===== src/rtl/core/hyperplane_embedding_score_rank_top_defines.svh =====
// Assertion macros shared by the scorer's RTL files.
`ifndef HYPERPLANE_EMBEDDING_SCORE_RANK_TOP_DEFINES_SVH
`define HYPERPLANE_EMBEDDING_SCORE_RANK_TOP_DEFINES_SVH

// Same-cycle implication, masked while reset is high.
`define HESR_ASSERT_IMPL(label, clk, rst, ante, cons, msg) \
  label: assert property (@(posedge clk) disable iff (rst) (ante) |-> (cons)) \
    else $error(msg);

// Next-cycle implication, masked while reset is high.
`define HESR_ASSERT_NEXT(label, clk, rst, ante, cons, msg) \
  label: assert property (@(posedge clk) disable iff (rst) (ante) |=> (cons)) \
    else $error(msg);

`endif


===== src/rtl/core/hesr_pkg.sv =====
// Shared types, widths and the tuple-end step table of the scorer.
package hesr_pkg;

  localparam int ITEM_W         = 12;
  localparam int OPND_W         = 29;
  localparam int PROD_W         = 58;
  localparam int WSUM_W         = 27;
  localparam int VSUM_W         = 28;
  localparam int SQ_W           = 58;
  localparam int NDOT_W         = 45;
  localparam int NEN_W          = 31;
  localparam int SCORE_W        = 48;
  localparam int RANK_W         = 17;
  localparam int ACC_W          = 128;
  localparam int LIMB_W         = 28;
  localparam int MAG_W          = NDOT_W;
  localparam int P_W            = 2 * MAG_W - 1;
  localparam int SHIFT_W        = 7;
  localparam int STEP_W         = 5;
  localparam int TMAC_LAST      = 18;
  localparam int BIAS_SHIFT     = 10;
  localparam int Q_SHIFT        = 40;
  localparam int CROSS_SHIFT    = 21;
  localparam int SCORE_LSB      = 64;
  localparam int MAX_CANDIDATES = 65535;

  localparam logic [RANK_W-1:0]  RANK_ONE  = RANK_W'(1);
  localparam logic [RANK_W-1:0]  RANK_MAX  = RANK_W'(MAX_CANDIDATES + 1);
  localparam logic [SCORE_W-1:0] SCORE_SAT = '1;

  // Where a product from the shared multiplier is accumulated.
  typedef enum logic [2:0] {
    DST_NONE,
    DST_WSUM,
    DST_SQ,
    DST_NDOT,
    DST_NCROSS,
    DST_NENERGY,
    DST_ACC,
    DST_ACC_CROSS
  } dest_t;

  typedef enum logic [3:0] {
    A_ENTITY,
    A_NORMAL,
    A_VSUM,
    A_S0,
    A_S1,
    A_P0,
    A_P1,
    A_P2,
    A_P3
  } asel_t;

  typedef enum logic [3:0] {
    B_WEIGHT,
    B_NORMAL,
    B_WSUM,
    B_VSUM,
    B_S0,
    B_S1,
    B_K0,
    B_K1,
    B_E0,
    B_E1
  } bsel_t;

  typedef enum logic [3:0] {
    S_IDLE,
    S_AX,
    S_NN,
    S_NW,
    S_VV,
    S_NV,
    S_TDRAIN,
    S_TMAG,
    S_TMAC,
    S_FIN
  } state_t;

  typedef struct packed {
    dest_t               dest;
    asel_t               a_sel;
    bsel_t               b_sel;
    logic [SHIFT_W-1:0]  shift;
  } issue_t;

  typedef struct packed {
    dest_t               dest;
    logic [SHIFT_W-1:0]  shift;
  } tag_t;

  typedef struct packed {
    issue_t  issue;
    logic    latch_p;
  } step_t;

  typedef struct packed {
    logic    capture;
    issue_t  issue;
    logic    load_v;
    logic    clear_wsum;
    logic    load_mag;
    logic    latch_p;
    logic    finish;
  } ctrl_t;

  function automatic issue_t mac(input dest_t dest, input asel_t a_sel,
                                 input bsel_t b_sel, input int shift);
    issue_t r;
    r.dest  = dest;
    r.a_sel = a_sel;
    r.b_sel = b_sel;
    r.shift = SHIFT_W'(shift);
    return r;
  endfunction

  // Tuple-end schedule: s*s into the accumulator, then the product is
  // latched and the accumulator restarts from Q, takes (s*s)*E limb by
  // limb and finally the signed cross term. Products land in the cycle after issue.
  function automatic step_t tuple_step(input logic [STEP_W-1:0] idx);
    step_t s;
    s.issue   = mac(DST_NONE, A_S0, B_S0, 0);
    s.latch_p = 1'b0;
    case (idx)
      STEP_W'(0):  s.issue = mac(DST_ACC, A_S0, B_S0, 0);
      STEP_W'(1):  s.issue = mac(DST_ACC, A_S0, B_S1, LIMB_W);
      STEP_W'(2):  s.issue = mac(DST_ACC, A_S1, B_S0, LIMB_W);
      STEP_W'(3):  s.issue = mac(DST_ACC, A_S1, B_S1, 2 * LIMB_W);
      STEP_W'(5):  s.latch_p = 1'b1;
      STEP_W'(6):  s.issue = mac(DST_ACC, A_P0, B_E0, 0);
      STEP_W'(7):  s.issue = mac(DST_ACC, A_P1, B_E0, LIMB_W);
      STEP_W'(8):  s.issue = mac(DST_ACC, A_P2, B_E0, 2 * LIMB_W);
      STEP_W'(9):  s.issue = mac(DST_ACC, A_P3, B_E0, 3 * LIMB_W);
      STEP_W'(10): s.issue = mac(DST_ACC, A_P0, B_E1, LIMB_W);
      STEP_W'(11): s.issue = mac(DST_ACC, A_P1, B_E1, 2 * LIMB_W);
      STEP_W'(12): s.issue = mac(DST_ACC, A_P2, B_E1, 3 * LIMB_W);
      STEP_W'(13): s.issue = mac(DST_ACC, A_P3, B_E1, 4 * LIMB_W);
      STEP_W'(14): s.issue = mac(DST_ACC_CROSS, A_S0, B_K0, CROSS_SHIFT);
      STEP_W'(15): s.issue = mac(DST_ACC_CROSS, A_S0, B_K1, LIMB_W + CROSS_SHIFT);
      STEP_W'(16): s.issue = mac(DST_ACC_CROSS, A_S1, B_K0, LIMB_W + CROSS_SHIFT);
      STEP_W'(17): s.issue = mac(DST_ACC_CROSS, A_S1, B_K1,
                                 2 * LIMB_W + CROSS_SHIFT);
      default: ;
    endcase
    return s;
  endfunction

endpackage


===== src/rtl/core/hesr_mul.sv =====
// Shared signed multiplier with a registered product and destination tag.
module hesr_mul (
  input  logic                                  clk,
  input  logic                                  rst,
  input  hesr_pkg::issue_t                      issue,
  input  logic signed [hesr_pkg::OPND_W-1:0]    opnd_a,
  input  logic signed [hesr_pkg::OPND_W-1:0]    opnd_b,
  output logic signed [hesr_pkg::PROD_W-1:0]    prod,
  output hesr_pkg::tag_t                        tag
);

  always_ff @(posedge clk) begin
    if (rst) begin
      tag.dest  <= hesr_pkg::DST_NONE;
      tag.shift <= '0;
    end else begin
      tag.dest  <= issue.dest;
      tag.shift <= issue.shift;
    end
  end

  always_ff @(posedge clk) begin
    prod <= opnd_a * opnd_b;
  end

endmodule


===== config.mk =====
export PLATFORM = sky130hd
export DESIGN_NAME = hesr_mul
export DESIGN_NICKNAME = d
export VERILOG_FILES = /design/src/rtl/core/hyperplane_embedding_score_rank_top_defines.svh /design/src/rtl/core/hesr_pkg.sv /design/src/rtl/core/hesr_mul.sv
export SDC_FILE = /design/constraint.sdc
export NUM_CORES = 2
export LEC_CHECK = 0
export BUFFER_PORTS_ARGS = -buffer_cell sky130_fd_sc_hd__buf_2
export CORE_MARGIN = 2
export CORE_UTILIZATION = 50
export CTS_CLUSTER_DIAMETER = 100
export DETAILED_ROUTE_END_ITERATION = 10
export GPL_TIMING_DRIVEN = 0
export PLACE_DENSITY = 0.7
export SYNTH_ARGS = -nofsm -noshare
export SYNTH_HDL_FRONTEND = slang
export SYNTH_SLANG_ARGS = --single-unit

===== constraint.sdc =====
create_clock -name clk -period 6.8 [get_ports clk]
set_input_delay 0 -clock clk [delete_from_list [all_inputs] [get_ports clk]]
set_output_delay 0 -clock clk [all_outputs]
set_load 0.03 [all_outputs]

==> flow_summary.json <==
{
  "critPathMaxFanout": 10,
  "post-route-period-util": 1.01,
  "final_antenna_net_count": 0,
  "grt_first_pass_wirelength_um": 163000,
  "syn_area_um2": 32600,
  "slew_viol_final": 0,
  "synth.avg_cell_area_um2": 9.36,
  "wl_per_cell_um": 23.8,
  "numClockSinks": 68,
  "cts.clk_slew.worst_paths_ns": 0.06,
  "fin_tns_setup_ns": -0.0832,
  "hold_viol": 0,
  "hp-start": "opnd_b[0]",
  "cp-end-kind": "flip-flop",
  "status": "finished with violations",
  "final_cell_mix": "inv_1 (879), fa_1 (876), and2_1 (459)",
  "ys_seq_area_frac": 0.0417,
  "synth_xor_area_frac": 0.0180,
  "drtIter0Drc": 1885,
  "ys_warn_count": 0,
  "vias": 24774,
  "hold_ws_ns": 0.114,
  "setup_violations": 3,
  "wirelength_um": 107000,
  "timing.fmax_mhz": 146,
  "via_per_inst": 5.49,
  "area_growth_pct": 12.6,
  "period_needed_ns": 6.85,
  "portBuffers": 80,
  "layout-drive-gt1-share": 0.128,
  "synth_fa_ha_area_frac": 0.618,
  "dieArea_um2": 67300,
  "synth_compound_area_frac": 0.0381,
  "grt_usage": 0.334,
  "grt_setup_unrepaired": "yes",
  "drc_errors": 0,
  "timing.final.ws_setup_ns": -0.0497,
  "maxSlewHeadroom": 0.167,
  "synthArstFlopShare": 0,
  "syn_inst": 3486,
  "synth-main-ff-cell": "dfxtp_1",
  "min_to": "prod[0]",
  "cts_tree": "built",
  "initial_core_util": 0.506,
  "h-tree-depth": 3,
  "violations": "negative setup slack",
  "coreArea_um2": 64500,
  "ys_ff_latch": 68,
  "grt_overflow": 0,
  "worstPathRequired_ns": 7.01,
  "postSynthNetCount": 4635,
  "antenna_found_initial": 9,
  "numCtsBuffers": 9,
  "dr.pass1.iters": 6,
  "final_common_cell": "inv_1",
  "synth_top_family_by_area": "adder cells",
  "grt_max_degree": 27,
  "rows": 93,
  "synth.mux.area_fraction": 0,
  "synthSimpleGateAreaFrac": 0.158,
  "place.gp.congestion": 0.995,
  "critPathKind": "primary input to flip-flop",
  "root_buffer": "clkbuf_16",
  "io-pin-count": 146,
  "cp.arrival_ns": 7.06,
  "grt_pass1_vias": 27195,
  "holdCritPathClass": "primary input to flip-flop",
  "synth_cell_types": 64,
  "hpwl_um": 87000,
  "clockBufferDepth": 2,
  "final_nets": 4797,
  "fp.dieW_um": 259,
  "synth_edf_count": 0,
  "cp-start-kind": "primary input",
  "maxCapViolCount": 0,
  "hold_depth": 2,
  "die_height_um": 259,
  "worstMarginPinSlew_ns": 1.25,
  "final_core_util": 0.570
}
==> worst max-delay path by stage <==
stage,from,to,cells past startpoint
after detailed placement,opnd_b[8],prod[57],25
after global placement,opnd_b[8],prod[57],25
after CTS,opnd_a[28],prod[57],29
after floorplan,opnd_a[28],prod[56],28
final,opnd_a[2],prod[54],22
after global routing,opnd_b[12],prod[57],24
==> what timing repair did <==
action / CTS / global route
hold buffers: 20 / 0
pin swaps: 41 / 64
gates resized for setup: 386 / 169
setup buffers: 39 / 20
endpoints found under the setup margin: 41 / 23
hold endpoints to repair: 10 / 0
==> layer usage <==
metal	global-route usage	vias up	share of wire
met4	0.230	8	0.089
li1	-	10251	-
met2	0.541	1312	0.46
met1	0.400	12783	0.35
met3	0.0692	420	0.093
met5	0	-	0.00052
==> cell families after synthesis <==
kind of cell	Yosys count
buffers and inverters	1096
XOR/XNOR	67
AO/OA/AOI/OAI	186
flip-flops	68
AND/OR/NAND/NOR	998
adder cells (fa/ha/maj)	1071
==> synthesized netlist by cell type, types with 2 or more instances <==
master    count  area share
nor4_1        3     0.00058
inv_1       900        0.10
or3_1         3     0.00058
buf_2        12      0.0018
o21ai_0      24      0.0037
a211oi_2      2     0.00077
xnor2_1      46       0.012
fa_1        901        0.55
nand2b_1     16      0.0031
nor2b_1      16      0.0031
o211ai_1      6      0.0014
and3_1        2     0.00038
a21oi_1      53      0.0081
nor2_1       50      0.0058
nor3_1        8      0.0012
o221a_2       2     0.00069
a21o_1       25      0.0058
nand4_1      16      0.0031
and4_1        2     0.00054
dfxtp_1      68       0.042
clkbuf_1    181       0.021
nand2_1     396       0.046
o21a_1        9      0.0021
a21oi_2       7      0.0019
nand3_1      15      0.0023
ha_1        170       0.065
and2_1      460       0.088
a31oi_1      11      0.0021
a211oi_1      7      0.0016
a211o_1       3     0.00081
a41oi_1       2     0.00054
xor2_1       21      0.0056
o21ai_1      11      0.0017
o21bai_1      7      0.0016
o22ai_1       2     0.00038
==> flip-flops by register name, summed over array words and instances, names as in the netlist <==
signal	flops
prod	58
tag	10
==> stage by stage <==
| stage | cell area, um2 | cells | setup WS (ns) |
|---|---|---|---|
| finish | 36700 | 4511 | -0.0497 |
| global route | 36700 | 4507 | -0.154 |
| CTS | 36100 | 4489 | -0.0371 |
| detailed placement | 34200 | 4421 | -1.95 |
| global placement | 34200 | 4421 | -1.97 |
| floorplan | 32800 | 3486 | -0.0884 |
==> final cells by class <==
| type | instances | area (um2) |
|---|---|---|
| multi-input cells | 2322 | 27800 |
| fillers | 5678 | 27700 |
| inverters | 900 | 3390 |
| plain buffers | 188 | 1760 |
| flip-flops and latches | 68 | 1360 |
| repair buffers | 159 | 1080 |
| well taps | 855 | 1070 |
| clock buffers | 9 | 225 |
| clock inverters | 6 | 90.1 |
| diodes | 4 | 10.0 |
==> worst max-delay path: stages <==
cell,delay [ns]
clkbuf_1,0.60
nor2_1,0.13
fa_1,0.47
fa_1,0.54
fa_1,0.56
fa_2,0.49
fa_1,0.61
fa_1,0.49
fa_1,0.57
inv_1,0.07
fa_1,0.50
inv_1,0.07
ha_4,0.31
nand4_1,0.16
nor4_4,0.39
nand3_2,0.15
a31oi_4,0.27
nor3_4,0.10
a21oi_2,0.14
buf_6,0.14
a41oi_2,0.12
xnor2_1,0.15
Power is left out: the tool's default activity adds up to more than one toggle a clock period on the data nets, which glitch-free logic cannot reach.
