===== src/rtl/core/hyperplane_embedding_score_rank_top_defines.svh =====
// Assertion macros shared by the scorer's RTL files.
`ifndef HYPERPLANE_EMBEDDING_SCORE_RANK_TOP_DEFINES_SVH
`define HYPERPLANE_EMBEDDING_SCORE_RANK_TOP_DEFINES_SVH

// Same-cycle implication, masked while reset is high.
`define HESR_ASSERT_IMPL(label, clk, rst, ante, cons, msg) \
  label: assert property (@(posedge clk) disable iff (rst) (ante) |-> (cons)) \
    else $error(msg);

// Next-cycle implication, masked while reset is high.
`define HESR_ASSERT_NEXT(label, clk, rst, ante, cons, msg) \
  label: assert property (@(posedge clk) disable iff (rst) (ante) |=> (cons)) \
    else $error(msg);

`endif


===== src/rtl/core/hesr_pkg.sv =====
// Shared types, widths and the tuple-end step table of the scorer.
package hesr_pkg;

  localparam int ITEM_W         = 12;
  localparam int OPND_W         = 29;
  localparam int PROD_W         = 58;
  localparam int WSUM_W         = 27;
  localparam int VSUM_W         = 28;
  localparam int SQ_W           = 58;
  localparam int NDOT_W         = 45;
  localparam int NEN_W          = 31;
  localparam int SCORE_W        = 48;
  localparam int RANK_W         = 17;
  localparam int ACC_W          = 128;
  localparam int LIMB_W         = 28;
  localparam int MAG_W          = NDOT_W;
  localparam int P_W            = 2 * MAG_W - 1;
  localparam int SHIFT_W        = 7;
  localparam int STEP_W         = 5;
  localparam int TMAC_LAST      = 18;
  localparam int BIAS_SHIFT     = 10;
  localparam int Q_SHIFT        = 40;
  localparam int CROSS_SHIFT    = 21;
  localparam int SCORE_LSB      = 64;
  localparam int MAX_CANDIDATES = 65535;

  localparam logic [RANK_W-1:0]  RANK_ONE  = RANK_W'(1);
  localparam logic [RANK_W-1:0]  RANK_MAX  = RANK_W'(MAX_CANDIDATES + 1);
  localparam logic [SCORE_W-1:0] SCORE_SAT = '1;

  // Where a product from the shared multiplier is accumulated.
  typedef enum logic [2:0] {
    DST_NONE,
    DST_WSUM,
    DST_SQ,
    DST_NDOT,
    DST_NCROSS,
    DST_NENERGY,
    DST_ACC,
    DST_ACC_CROSS
  } dest_t;

  typedef enum logic [3:0] {
    A_ENTITY,
    A_NORMAL,
    A_VSUM,
    A_S0,
    A_S1,
    A_P0,
    A_P1,
    A_P2,
    A_P3
  } asel_t;

  typedef enum logic [3:0] {
    B_WEIGHT,
    B_NORMAL,
    B_WSUM,
    B_VSUM,
    B_S0,
    B_S1,
    B_K0,
    B_K1,
    B_E0,
    B_E1
  } bsel_t;

  typedef enum logic [3:0] {
    S_IDLE,
    S_AX,
    S_NN,
    S_NW,
    S_VV,
    S_NV,
    S_TDRAIN,
    S_TMAG,
    S_TMAC,
    S_FIN
  } state_t;

  typedef struct packed {
    dest_t               dest;
    asel_t               a_sel;
    bsel_t               b_sel;
    logic [SHIFT_W-1:0]  shift;
  } issue_t;

  typedef struct packed {
    dest_t               dest;
    logic [SHIFT_W-1:0]  shift;
  } tag_t;

  typedef struct packed {
    issue_t  issue;
    logic    latch_p;
  } step_t;

  typedef struct packed {
    logic    capture;
    issue_t  issue;
    logic    load_v;
    logic    clear_wsum;
    logic    load_mag;
    logic    latch_p;
    logic    finish;
  } ctrl_t;

  function automatic issue_t mac(input dest_t dest, input asel_t a_sel,
                                 input bsel_t b_sel, input int shift);
    issue_t r;
    r.dest  = dest;
    r.a_sel = a_sel;
    r.b_sel = b_sel;
    r.shift = SHIFT_W'(shift);
    return r;
  endfunction

  // Tuple-end schedule: s*s into the accumulator, then the product is
  // latched and the accumulator restarts from Q, takes (s*s)*E limb by
  // limb and finally the signed cross term. Products land in the cycle after issue.
  function automatic step_t tuple_step(input logic [STEP_W-1:0] idx);
    step_t s;
    s.issue   = mac(DST_NONE, A_S0, B_S0, 0);
    s.latch_p = 1'b0;
    case (idx)
      STEP_W'(0):  s.issue = mac(DST_ACC, A_S0, B_S0, 0);
      STEP_W'(1):  s.issue = mac(DST_ACC, A_S0, B_S1, LIMB_W);
      STEP_W'(2):  s.issue = mac(DST_ACC, A_S1, B_S0, LIMB_W);
      STEP_W'(3):  s.issue = mac(DST_ACC, A_S1, B_S1, 2 * LIMB_W);
      STEP_W'(5):  s.latch_p = 1'b1;
      STEP_W'(6):  s.issue = mac(DST_ACC, A_P0, B_E0, 0);
      STEP_W'(7):  s.issue = mac(DST_ACC, A_P1, B_E0, LIMB_W);
      STEP_W'(8):  s.issue = mac(DST_ACC, A_P2, B_E0, 2 * LIMB_W);
      STEP_W'(9):  s.issue = mac(DST_ACC, A_P3, B_E0, 3 * LIMB_W);
      STEP_W'(10): s.issue = mac(DST_ACC, A_P0, B_E1, LIMB_W);
      STEP_W'(11): s.issue = mac(DST_ACC, A_P1, B_E1, 2 * LIMB_W);
      STEP_W'(12): s.issue = mac(DST_ACC, A_P2, B_E1, 3 * LIMB_W);
      STEP_W'(13): s.issue = mac(DST_ACC, A_P3, B_E1, 4 * LIMB_W);
      STEP_W'(14): s.issue = mac(DST_ACC_CROSS, A_S0, B_K0, CROSS_SHIFT);
      STEP_W'(15): s.issue = mac(DST_ACC_CROSS, A_S0, B_K1, LIMB_W + CROSS_SHIFT);
      STEP_W'(16): s.issue = mac(DST_ACC_CROSS, A_S1, B_K0, LIMB_W + CROSS_SHIFT);
      STEP_W'(17): s.issue = mac(DST_ACC_CROSS, A_S1, B_K1,
                                 2 * LIMB_W + CROSS_SHIFT);
      default: ;
    endcase
    return s;
  endfunction

endpackage


===== src/rtl/core/hesr_ctrl.sv =====
// Sequencer that steps the shared multiplier through each item and tuple end.
`include "hyperplane_embedding_score_rank_top_defines.svh"

module hesr_ctrl (
  input  logic             clk,
  input  logic             rst,
  input  logic             item_valid,
  input  logic             item_last_role,
  input  logic             item_last_element,
  input  logic             out_free,
  output logic             item_ready,
  output hesr_pkg::ctrl_t  ctrl
);

  hesr_pkg::state_t              state;
  hesr_pkg::state_t              state_next;
  logic [hesr_pkg::STEP_W-1:0]   step;
  logic [hesr_pkg::STEP_W-1:0]   step_next;
  logic                          close_dim;
  logic                          close_tuple;

  always_ff @(posedge clk) begin
    if (rst) begin
      state       <= hesr_pkg::S_IDLE;
      step        <= '0;
      close_dim   <= 1'b0;
      close_tuple <= 1'b0;
    end else begin
      state <= state_next;
      step  <= step_next;
      if (ctrl.capture) begin
        // The last item of a tuple also closes the open dimension.
        close_dim   <= item_last_role | item_last_element;
        close_tuple <= item_last_element;
      end
    end
  end

  always_comb begin
    state_next = state;
    step_next  = step;
    case (state)
      hesr_pkg::S_IDLE:   if (item_valid) state_next = hesr_pkg::S_AX;
      hesr_pkg::S_AX:     state_next = close_dim ? hesr_pkg::S_NN : hesr_pkg::S_IDLE;
      hesr_pkg::S_NN:     state_next = hesr_pkg::S_NW;
      hesr_pkg::S_NW:     state_next = hesr_pkg::S_VV;
      hesr_pkg::S_VV:     state_next = hesr_pkg::S_NV;
      hesr_pkg::S_NV:     state_next = close_tuple ? hesr_pkg::S_TDRAIN : hesr_pkg::S_IDLE;
      hesr_pkg::S_TDRAIN: state_next = hesr_pkg::S_TMAG;
      hesr_pkg::S_TMAG: begin
        state_next = hesr_pkg::S_TMAC;
        step_next  = '0;
      end
      hesr_pkg::S_TMAC: begin
        if (step == hesr_pkg::STEP_W'(hesr_pkg::TMAC_LAST)) begin
          state_next = hesr_pkg::S_FIN;
        end else begin
          step_next = step + hesr_pkg::STEP_W'(1);
        end
      end
      hesr_pkg::S_FIN:    if (out_free) state_next = hesr_pkg::S_IDLE;
      default:            state_next = hesr_pkg::S_IDLE;
    endcase
  end

  always_comb begin
    hesr_pkg::step_t tstep;
    tstep      = hesr_pkg::tuple_step(step);
    ctrl       = '0;
    ctrl.issue = hesr_pkg::mac(hesr_pkg::DST_NONE, hesr_pkg::A_S0, hesr_pkg::B_S0, 0);
    item_ready = 1'b0;
    case (state)
      hesr_pkg::S_IDLE: begin
        item_ready   = 1'b1;
        ctrl.capture = item_valid;
      end
      hesr_pkg::S_AX:
        ctrl.issue = hesr_pkg::mac(hesr_pkg::DST_WSUM, hesr_pkg::A_ENTITY,
                                   hesr_pkg::B_WEIGHT, 0);
      hesr_pkg::S_NN:
        ctrl.issue = hesr_pkg::mac(hesr_pkg::DST_NENERGY, hesr_pkg::A_NORMAL,
                                   hesr_pkg::B_NORMAL, 0);
      hesr_pkg::S_NW: begin
        // The weighted sum is complete here; it feeds the dot product and vsum and is cleared.
        ctrl.issue      = hesr_pkg::mac(hesr_pkg::DST_NDOT, hesr_pkg::A_NORMAL,
                                        hesr_pkg::B_WSUM, 0);
        ctrl.load_v     = 1'b1;
        ctrl.clear_wsum = 1'b1;
      end
      hesr_pkg::S_VV:
        ctrl.issue = hesr_pkg::mac(hesr_pkg::DST_SQ, hesr_pkg::A_VSUM,
                                   hesr_pkg::B_VSUM, 0);
      hesr_pkg::S_NV:
        ctrl.issue = hesr_pkg::mac(hesr_pkg::DST_NCROSS, hesr_pkg::A_NORMAL,
                                   hesr_pkg::B_VSUM, 0);
      hesr_pkg::S_TMAG:   ctrl.load_mag = 1'b1;
      hesr_pkg::S_TMAC: begin
        ctrl.issue   = tstep.issue;
        ctrl.latch_p = tstep.latch_p;
      end
      hesr_pkg::S_FIN:    ctrl.finish = out_free;
      default: ;
    endcase
  end

  `HESR_ASSERT_IMPL(a_finish_needs_room, clk, rst, ctrl.finish, out_free, "result written while output register is full")
  `HESR_ASSERT_NEXT(a_accept_starts_item, clk, rst, item_valid && item_ready, state == hesr_pkg::S_AX, "accepted item did not start its multiply")
  `HESR_ASSERT_IMPL(a_no_issue_when_ready, clk, rst, item_ready, ctrl.issue.dest == hesr_pkg::DST_NONE && !ctrl.finish, "work issued while taking a new item")

endmodule


===== config.mk =====
export PLATFORM = sky130hd
export DESIGN_NAME = hesr_ctrl
export DESIGN_NICKNAME = d
export VERILOG_FILES = /design/src/rtl/core/hesr_pkg.sv /design/src/rtl/core/hesr_ctrl.sv
export VERILOG_INCLUDE_DIRS = /design/src /design/src/rtl/core
export SDC_FILE = /design/constraint.sdc
export NUM_CORES = 1
export LEC_CHECK = 0
export BUFFER_PORTS_ARGS = -buffer_cell sky130_fd_sc_hd__buf_2
export CORE_AREA = 5 5 72 74
export CTS_CLUSTER_SIZE = 30
export DETAILED_ROUTE_END_ITERATION = 8
export DIE_AREA = 0 0 77 79
export GPL_ROUTABILITY_DRIVEN = 0
export PLACE_DENSITY = 0.47
export SYNTH_ARGS = -nofsm -noshare
export SYNTH_HDL_FRONTEND = slang
export SYNTH_SLANG_ARGS = --single-unit

===== constraint.sdc =====
create_clock -name clk -period 3 [get_ports clk]
set_input_delay 0.9 -clock clk [delete_from_list [all_inputs] [get_ports clk]]
set_output_delay 0.9 -clock clk [all_outputs]
set_load 0.005 [all_outputs]

==> reports/qor.yml <==
p_leak_nw: 0.730
areaGrowthSynthToFinish_pct: 42.3
clockBufferDepth: 2
status: "finished, violations left"
drt_wl_total_um: 4040
setup_ws_ns: -0.0102
htreeDepth: 1
hold_path.class: "register to register"
cts_tree: "yes"
track_usage_pct: 13.2
r2r-start: "state[1]"
die_area_um2: 6080
maxCapViolations: 0
ys_ff_latch: 11
ys.flop_type: "dfxtp_1"
core_area_um2: 4540
critPathMaxStageDelay_ns: 0.40
die_x_um: 77
synthTopCellsByCount: "a21oi_1, nor3_1, nor2_1, nand2_1"
slew_headroom_pct: 60.1
violations: "negative setup slack"
first_iter_violations: 124
cp_max_fo: 5
cp_slowest_cell: "dfxtp_4"
ir_drop_mv: 0.126
r2r-end: "step[4]"
synth-edff-count: 0
fmax_mhz: 332
ys_warn_count: 0
portBuffers: 29
crit_top_cell: "buf_4"
netlist_instances: 189
grt_pass1_vias: 1398
rsz0062_at_grt: "yes"
drc: 0
cp-startpoint: "step[1]"
post_drt_wl_per_cell_um: 14.3
arrival_ns: 2.11
grt_pass1_wl_um: 6780
num_vias: 1517
rows: 25
ios: 31
drt-pass1-iter-count: 4
worst_pin_slew_ns: 0.593
synth_top_area_share_pct: 16.8
grt_overflow: 0
yosys.area.top_type: "dfxtp_1"
finalNetCount: 241
clk_pin_slew_ns: 0.05
setup_viol: 1
startpoint_type: "register"
ys_async_sr_fraction_pct: 0
antenna_found_initial: 0
worstSetupPathType: "register to output pin"
final_area_um2: 1860
drv_slew: 0
syn_nets: 200
ys_types: 56
reg2reg_depth: 4
dp_hpwl_um: 2940
final.min_clock_period_ns: 3.01
synth_area_leaders: "dfxtp_1, a21oi_1, nor3_1, ha_1, nor2_1"
viasPerCell: 5.36
syn_area_per_cell_um2: 6.93
clock-skew-final_ns: 0.00400
initial_core_util_pct: 28.9
insertion_delay_ns: 0.24
post-route-period-util_pct: 100
cts-root-buf: "clkbuf_8"
die_h_um: 79
ant_nets: 0
antenna_cells: 0
clock_sinks: 11
endpoint: "ctrl[17]"
numCtsBuffers: 3
ys_seq_area_share_pct: 16.8
crit_path_end_kind: "output pin"
syn-cell-area_um2: 1310
post_dp_cell_area_um2: 1590
fin_util_pct: 41.1
synth.most_common_cell: "a21oi_1"
final_hold_viol_count: 0
required_ns: 2.10
r2r_setup_slack_ns: 1.24
worstPathCellList: "inv_4 -> ha_4 -> buf_6 -> buf_4 -> nand2_1 -> o22a_1 -> nor4b_4 -> buf_4 -> o31a_1 -> buf_2"
drive_gt1_share_pct: 38.4
grt_start_max_net_pins: 18
p_per_area_nw_per_um2: 189
## cells by family (layout without fill, tap and decap cells)
group / Yosys count / count (layout) / synth area share (%)
AND/OR/NAND/NOR: 73 / 73 / 31.7
AO/OA/AOI/OAI: 64 / 64 / 33.0
buffers and inverters: 31 / 71 / 10.6
flip-flops: 11 / 11 / 16.8
adder cells (fa/ha/maj): 5 / 5 / 4.78
XOR/XNOR: 2 / 2 / 1.34
multiplexers: 2 / 2 / 1.53
other: 1 / 1 / 0.286
## worst min path at each step
stage                     slack [ns]  depth (start not counted)        start          end
after CTS                       0.49                          2  close_tuple  close_tuple
after global routing            0.51                          2  close_tuple  close_tuple
after detailed placement        0.49                          2  close_tuple  close_tuple
after floorplan                 0.45                          2  close_tuple  close_tuple
final                           0.49                          2  close_tuple  close_tuple
after global placement          0.48                          2  close_tuple  close_tuple
## cells in the final DEF (no fill, tap or decap), drive strengths merged, types with 2 or more instances in the layout
cell     Yosys  routed
buf         10      57
a21oi       20      20
nor3        14      14
nor2        13      13
nand2       12      12
dfxtp       11      11
o21ai       10      10
inv         10      10
nand2b       7       7
nand3        6       6
ha           5       5
nor4         4       4
a211o        4       4
clkbuf      11       4
a21boi       3       3
a22oi        3       3
a21o         3       3
and4b        2       2
a31oi        2       2
nand3b       2       2
o31ai        2       2
or3          2       2
mux2i        2       2
and3         2       2
a2111oi      2       2
a311oi       2       2
nor4b        2       2
## layer usage
| layer | up-vias | wire [um] | track usage, % |
|---|---|---|---|
| li1 | 783 | - | - |
| met1 | 698 | 1910 | 17.8 |
| met2 | 29 | 1940 | 21.3 |
| met3 | 7 | 128 | 1.59 |
| met4 | 0 | 69 | 5.15 |
| met5 | - | 0 | 0 |
## metrics by stage
step / setup WS (ns) / setup TNS, ns / power, mW / instances / hold WS (ns)
after floorplan: 0.0157 / 0 / 0.189 / 189 / 0.449
after global placement: 0.0802 / 0 / 0.209 / 273 / 0.481
after detailed placement: 0.0670 / 0 / 0.208 / 273 / 0.487
after CTS: 0.00207 / 0 / 0.358 / 281 / 0.495
after global routing: -0.137 / -1.05 / 0.375 / 283 / 0.514
final: -0.0102 / -0.0102 / 0.353 / 283 / 0.490
## sequential cells by signal, indices dropped and copies added, names as in the netlist
| signal | cells |
|---|---|
| close_dim | 1 |
| close_tuple | 1 |
| state | 4 |
| step | 5 |
## power breakdown
part | internal (mW) | switching (mW) | total (mW) | leakage, nW
clock network | 0.0933 | 0.0557 | 0.149 | 0.0228
logic | 0.0235 | 0.0276 | 0.0511 | 0.616
registers | 0.148 | 0.00446 | 0.153 | 0.0909
total | 0.265 | 0.0878 | 0.353 | 0.730
## cell type report
type,instances,area (um^2)
flip-flops and latches,11,228
clock buffers,4,45.0
well taps,54,67.6
inverters,10,42.5
repair buffers,57,367
multi-input cells,147,1110
fillers,454,2670
## worst max-delay path: cells and delay by family, from the launching register on
| kind | cells | cell delay [ns] |
|---|---|---|
| buffers and inverters | 5 | 0.56 |
| flip-flops | 1 | 0.40 |
| AO/OA/AOI/OAI | 2 | 0.38 |
| AND/OR/NAND/NOR | 2 | 0.36 |
| adder cells (fa/ha/maj) | 1 | 0.16 |
## timing repair
| item | CTS | global route |
|---|---|---|
| pin swaps | 5 | 11 |
| setup buffers | 4 | 2 |
| resized for setup | 22 | 21 |
| hold endpoints to repair | 0 | 0 |
| endpoints found under the setup margin | 13 | 12 |
| cloned | 0 | 0 |
| hold buffers | 0 | 0 |
No activity file was read; power rests on OpenSTA's default activity.
